[src/vff_pkg.sv]
// ----------------------------------------------------------------------------
// Valley floor flattening package
// Shared constants, codes, command and status types and helper functions.
// ----------------------------------------------------------------------------
package vff_pkg;

  localparam int MAX_DIM   = 64;
  localparam int WIN_R     = 10;
  localparam int COORD_W   = $clog2(MAX_DIM);
  localparam int DIM_W     = COORD_W + 1;
  localparam int ADDR_W    = 2 * COORD_W;
  localparam int DEPTH     = MAX_DIM * MAX_DIM;
  localparam int H_W       = 16;
  localparam int STR_W     = 9;
  localparam int WIN_N     = 2 * WIN_R + 1;
  localparam int OFF_W     = $clog2(WIN_N);
  localparam int SUM_W     = COORD_W + OFF_W + 2;
  localparam int K_W       = 23;
  localparam int P1_W      = H_W + STR_W;
  localparam int NUM_W     = P1_W + K_W;
  localparam int DEN_W     = 31;
  localparam int DCNT_W    = $clog2(NUM_W);
  localparam int CFG_IDX_W = 2;
  localparam int CFG_W     = 16;

  localparam logic [OFF_W-1:0]        WIN_LAST  = OFF_W'(WIN_N - 1);
  localparam logic signed [SUM_W-1:0] WIN_R_S   = SUM_W'(WIN_R);
  localparam logic [DCNT_W-1:0]       DCNT_LAST = DCNT_W'(NUM_W - 1);

  localparam logic [STR_W-1:0] STR_ONE   = 9'd256;
  localparam logic [STR_W-1:0] STR_MIN   = 9'd3;
  localparam logic [K_W-1:0]   FRAC_BASE = 23'd85;
  localparam logic [K_W-1:0]   FRAC_SPAN = 23'd15;
  localparam logic [DEN_W-1:0] DEN_SCALE = 31'd25600;

  localparam logic [H_W-1:0]   RST_THRESHOLD = 16'd32768;
  localparam logic [STR_W-1:0] RST_STRENGTH  = 9'd128;
  localparam logic [DIM_W-1:0] RST_WIDTH     = DIM_W'(MAX_DIM);
  localparam logic [DIM_W-1:0] RST_HEIGHT    = DIM_W'(MAX_DIM);

  typedef enum logic {
    FUNC_STORE = 1'b0,
    FUNC_QUERY = 1'b1
  } func_t;

  typedef enum logic [CFG_IDX_W-1:0] {
    CFG_THRESHOLD = 2'd0,
    CFG_STRENGTH  = 2'd1,
    CFG_WIDTH     = 2'd2,
    CFG_HEIGHT    = 2'd3
  } cfg_idx_t;

  typedef struct packed {
    logic [COORD_W-1:0] col;
    logic [COORD_W-1:0] row;
    logic [H_W-1:0]     height_in;
  } in_item_t;

  typedef struct packed {
    logic store;
    logic load_pos;
    logic rd_centre;
    logic capture;
    logic scan_step;
    logic mul1;
    logic mul2;
    logic div_step;
    logic out_load;
  } cmd_t;

  typedef struct packed {
    logic pass;
    logic scan_last;
    logic div_last;
    logic out_free;
  } sts_t;

  function automatic logic [COORD_W-1:0] dim_last(input logic [DIM_W-1:0] v);
    logic [DIM_W-1:0] m;
    m = v - DIM_W'(1);
    if (v == '0) begin
      return '0;
    end else if (v > DIM_W'(MAX_DIM)) begin
      return COORD_W'(MAX_DIM - 1);
    end
    return m[COORD_W-1:0];
  endfunction

  function automatic logic [COORD_W-1:0] clamp_pos(input logic signed [SUM_W-1:0] v,
                                                    input logic [COORD_W-1:0] hi);
    logic signed [SUM_W-1:0] hi_s;
    hi_s = $signed({{(SUM_W-COORD_W){1'b0}}, hi});
    if (v < 0) begin
      return '0;
    end else if (v > hi_s) begin
      return hi;
    end
    return v[COORD_W-1:0];
  endfunction

endpackage

[src/vff_if.sv]
// ----------------------------------------------------------------------------
// Valley floor flattening channels
// Request channel carrying store and query items, and result channel.
// ----------------------------------------------------------------------------
interface vff_in_if;
  logic                        valid;
  logic                        ready;
  logic                        func;
  logic [vff_pkg::COORD_W-1:0] col;
  logic [vff_pkg::COORD_W-1:0] row;
  logic [vff_pkg::H_W-1:0]     height_in;

  modport source (output valid, func, col, row, height_in, input ready);
  modport sink   (input valid, func, col, row, height_in, output ready);
endinterface


[src/vff_ctrl.sv]
// ----------------------------------------------------------------------------
// Valley floor flattening controller
// Sequences stores, the centre read, the window scan, the multiplications,
// the division and the hand-over of the result.
// ----------------------------------------------------------------------------
module vff_ctrl (
  input  logic          clk,
  input  logic          rst_n,
  vff_in_if.sink        in_ch,
  input  vff_pkg::sts_t sts,
  output vff_pkg::cmd_t cmd
);

  typedef enum logic [8:0] {
    S_IDLE     = 9'b000000001,
    S_RD_CTR   = 9'b000000010,
    S_CAPTURE  = 9'b000000100,
    S_SCAN     = 9'b000001000,
    S_SCAN_END = 9'b000010000,
    S_MUL1     = 9'b000100000,
    S_MUL2     = 9'b001000000,
    S_DIV      = 9'b010000000,
    S_DONE     = 9'b100000000
  } state_t;

  state_t state_r, state_nxt;

  always_ff @(posedge clk) begin
    if (!rst_n) begin
      state_r <= S_IDLE;
    end else begin
      state_r <= state_nxt;
    end
  end

  always_comb begin
    state_nxt   = state_r;
    cmd         = '0;
    in_ch.ready = 1'b0;
    unique case (state_r)
      S_IDLE: begin
        in_ch.ready = 1'b1;
        if (in_ch.valid) begin
          if (in_ch.func == vff_pkg::FUNC_STORE) begin
            cmd.store = 1'b1;
          end else begin
            cmd.load_pos = 1'b1;
            state_nxt    = S_RD_CTR;
          end
        end
      end
      S_RD_CTR: begin
        cmd.rd_centre = 1'b1;
        state_nxt     = S_CAPTURE;
      end
      S_CAPTURE: begin
        cmd.capture = 1'b1;
        state_nxt   = sts.pass ? S_DONE : S_SCAN;
      end
      S_SCAN: begin
        cmd.scan_step = 1'b1;
        if (sts.scan_last) begin
          state_nxt = S_SCAN_END;
        end
      end
      S_SCAN_END: begin
        state_nxt = S_MUL1;
      end
      S_MUL1: begin
        cmd.mul1  = 1'b1;
        state_nxt = S_MUL2;
      end
      S_MUL2: begin
        cmd.mul2  = 1'b1;
        state_nxt = S_DIV;
      end
      S_DIV: begin
        cmd.div_step = 1'b1;
        if (sts.div_last) begin
          state_nxt = S_DONE;
        end
      end
      S_DONE: begin
        if (sts.out_free) begin
          cmd.out_load = 1'b1;
          state_nxt    = S_IDLE;
        end
      end
      default: state_nxt = S_IDLE;
    endcase
  end

endmodule

[src/flat_wrapper.sv]
// flat-port wrapper written by rule: the top's interface ports become plain ports
module vff_ctrl_flat 
  (clk, rst_n, sts, cmd, in_ch_valid, in_ch_func, in_ch_col, in_ch_row, in_ch_height_in, in_ch_ready);
  vff_in_if in_ch_i ();
  input  logic clk;
  input  logic rst_n;
  input  vff_pkg::sts_t sts;
  output vff_pkg::cmd_t cmd;
  input wire logic [$bits(in_ch_i.valid)-1:0] in_ch_valid;
  input wire logic [$bits(in_ch_i.func)-1:0] in_ch_func;
  input wire logic [$bits(in_ch_i.col)-1:0] in_ch_col;
  input wire logic [$bits(in_ch_i.row)-1:0] in_ch_row;
  input wire logic [$bits(in_ch_i.height_in)-1:0] in_ch_height_in;
  output wire logic [$bits(in_ch_i.ready)-1:0] in_ch_ready;
  assign in_ch_i.valid = in_ch_valid;
  assign in_ch_i.func = in_ch_func;
  assign in_ch_i.col = in_ch_col;
  assign in_ch_i.row = in_ch_row;
  assign in_ch_i.height_in = in_ch_height_in;
  assign in_ch_ready = in_ch_i.ready;
  vff_ctrl u_core (.clk(clk), .rst_n(rst_n), .in_ch(in_ch_i), .sts(sts), .cmd(cmd));
endmodule
[config.mk]
export PLATFORM = sky130hd
export DESIGN_NAME = vff_ctrl_flat
export DESIGN_NICKNAME = d
export VERILOG_FILES = /design/src/vff_pkg.sv /design/src/vff_if.sv /design/src/vff_ctrl.sv /design/src/flat_wrapper.sv
export SDC_FILE = /design/constraint.sdc
export NUM_CORES = 1
export LEC_CHECK = 0
export ABC_AREA = 1
export BUFFER_PORTS_ARGS = -buffer_cell sky130_fd_sc_hd__buf_2
export CAP_MARGIN = 20
export CORE_MARGIN = 2
export CORE_UTILIZATION = 30
export CTS_BUF_LIST = sky130_fd_sc_hd__clkbuf_16
export CTS_CLUSTER_DIAMETER = 60
export CTS_CLUSTER_SIZE = 8
export DETAILED_ROUTE_END_ITERATION = 12
export PLACE_DENSITY = 0.72
export SYNTH_ARGS = -nofsm -noshare
export SYNTH_HDL_FRONTEND = slang
export SYNTH_SLANG_ARGS = --single-unit
[constraint.sdc]
create_clock -name clk -period 1.35 [get_ports clk]
set_input_delay 0.27 -clock clk [delete_from_list [all_inputs] [get_ports clk]]
set_output_delay 0.27 -clock clk [all_outputs]
set_load 0.005 [all_outputs]
==> summary.md <==
| Metric | Value |
|---|---|
| Avg Vias per Cell | 4.61 |
| CP Data Arrival Time | 1240 ps |
| IO buf count | 17 |
| Die height | 52.3 um |
| CTS tree | yes |
| CP Buf/Inv Count | 1 |
| Number of register bits inferred by synthesis | 9 |
| Post-Synth Adder-Cell Area | 0% |
| Largest family of logic cells by synthesized area | simple AND/OR/NAND/NOR gates |
| Wire per inst | 10.5 um |
| # DRC | 0 |
| Largest net degree at the start of global routing | 10 |
| Root Buffer | clkbuf_16 |
| Synthesized area | 701 um2 |
| Routed WL | 1770 um |
| CP top delay family | simple AND/OR/NAND/NOR gates |
| Count of pins over their slew limit | 0 |
| RD Place Congestion | 0.766 |
| Logic pwr share | 55.2% |
| Max-cap violations | 0 |
| Vias | 775 |
| Most flop-heavy register | u_core.state_r |
| Pwr Total | 2.00 mW |
| Critical path class | reg2out |
| Failing checks | setup timing |
| Ratio of cells with drive above 1 in the final layout | 58.6% |
| Psw | 0.815 mW |
| Critical Path Start Type | register |
| Post-synthesis sequential area ratio | 25.7% |
| Seq pwr share | 18.7% |
| First-pass DRT Iterations | 4 |
| H-tree levels | 1 |
| Crit path largest cell delay | 330 ps |
| Cells after Synth | 106 |
| Clock Latency Late Sink | 240 ps |
| Leak | 0.554 nW |
| Fmax | 663 MHz |
| Final setup fails | 19 |
| Fin util | 49.1% |
| P_int | 1.18 mW |
| Antenna Nets Post-Route | 0 |
| Row cnt | 17 |
| Post-route minimum period | 1510 ps |
| Synth Warn # | 0 |
| Cell variety after synth | 18 |
| Worst Path Required | 1080 ps |
| Unrepaired setup endpoints after global routing | true |
| Max clock buf depth | 2 |
| Core box area | 2210 um2 |
| Fill count | 227 |
| Hold Crit Class | in2reg |
| Gr ovfl total | 0 |
| DRT iter0 DRCs | 12 |
| Post-synthesis compound-gate area fraction | 3.57% |
| Post-synthesis mux area share | 0% |
| First-pass GRT wire length | 2970 um |
| Final hold violations | 0 |
| PwrDens | 1840 nW/um2 |
| VDD IR max | 0.00123 V |
| XOR/XNOR share of the synthesized area | 0% |
| Net count, final | 177 |
| Clk sinks | 9 |
| Critical Path End Type | output port |
| Worst-path clk slew | 40 ps |
| Relative slew slack | 85.5% |
| Vias in the first global route | 743 |
| Mapped Nets | 142 |
| CTS Buf Count | 3 |
| Worst-path cell chain | nor2_4 -> nand3_4 -> nor2_8 -> nand2_2 -> nor2_1 -> buf_2 |
| Setup TNS | -1920 ps |
| Detailed Place HPWL | 1210 um |
| Final Cycle Share | 112% |
| Post-DP Area | 813 um2 |
| Max stage delay cell, worst path | dfxtp_2 |
| Gr usage total | 14.7% |
| PnR worst setup slack | -158 ps |
| Switching portion of total power | 40.8% |
| Most frequent cells in the layout | nor2_1 (18), buf_2 (17), inv_1 (14), buf_4 (14), nand2_1 (13) |
| Largest registers | u_core.state_r (9) |
| Max reg flops | 9 |
| Clock power share | 26.1% |
| Initial antenna violation count | 0 |
| Layout Area Growth over Synthesis | 55.0% |
| Setup slack, reg-to-reg | -130 ps |
| Design Area, Final | 1090 um2 |
| Least-Margin Pin Slew | 217 ps |
| Crit path max fanout | 3 |
| Setup slack after placement | 7.50 ps |
| Run status | complete, but fails checks |
| Commonest non-fill, non-tap cell in the layout | nor2_1 |
| Die Area | 2740 um2 |
| ANT cells | 0 |
| Initial core utilization | 31.7% |
| Layout Skew | 3.70 ps |
| Post-Syn Area per Cell | 6.61 um2 |
| # IOs | 46 |
| Die Wd | 52.3 um |
| Simple-gate share of the synthesized area | 58.0% |
| Hold Buf Count CTS | 0 |
-- final cells by class --
class / instances / area, um2 / area share (%)
sequential: 9 / 194 / 17.9
clock buffer: 3 / 75.1 / 6.91
timing repair buffer: 31 / 190 / 17.5
tap: 28 / 35.0 / 3.23
clock inverter: 1 / 3.75 / 0.346
multi-input combinational: 75 / 502 / 46.2
inverter: 21 / 86.3 / 7.95
-- through the flow --
stage	hold WS [ps]	std cells
2_1_floorplan	470	106
6_report	327	168
3_3_place_gp	557	150
3_5_place_dp	569	150
5_1_grt	330	168
4_1_cts	327	163
-- logic make-up after synthesis --
group	count (synthesis)
simple gates	70
buf+inv	22
flops	9
compound gates	5
-- worst paths after layout --
kind         depth (start not counted)         startpoint                end
min reg2reg                          4  u_core.state_r[8]  u_core.state_r[8]
max                                  6  u_core.state_r[7]             cmd[7]
min                                  2              rst_n  u_core.state_r[0]
max reg2reg                         10  u_core.state_r[7]  u_core.state_r[0]
-- per-layer routing --
metal | routed length, um | vias to the layer above | global-route usage, %
met1 | 764 | 358 | 17.5
met4 | 31 | 0 | 6.41
li1 | - | 388 | -
met2 | 876 | 26 | 25.4
met5 | 0 | - | 0
met3 | 99 | 3 | 2.86
-- power by group through the flow --
stage	clock network, mW	registers [mW]	logic, mW
2_1_floorplan	0	0.360	0.624
3_5_place_dp	0	0.365	0.776
4_1_cts	0.526	0.373	0.957
3_3_place_gp	0	0.362	0.758
6_report	0.521	0.374	1.10
5_1_grt	0.537	0.380	1.20
-- cell usage after synthesis --
cell | number | share of area, %
nor2_4 | 6 | 9.6
nand3_4 | 2 | 5.0
nand2_1 | 16 | 8.6
nand3_1 | 10 | 7.1
dfxtp_1 | 9 | 26
nor2_2 | 2 | 1.8
inv_4 | 1 | 0.89
nor4_1 | 1 | 0.89
nor2_1 | 23 | 12
inv_2 | 5 | 2.7
inv_1 | 15 | 8.0
nor3_1 | 1 | 0.71
o21ai_0 | 5 | 3.6
nand2_4 | 2 | 3.2
buf_4 | 1 | 1.1
nand3_2 | 1 | 1.4
nor2_8 | 1 | 2.9
nand2_2 | 5 | 4.5
-- timing repair --
item / CTS / global route
resized for setup: 24 / 9
pin swaps: 12 / 9
buffers inserted: 9 / 5
setup endpoints to repair: 11 / 19
Power figures use the tool's default switching activity.
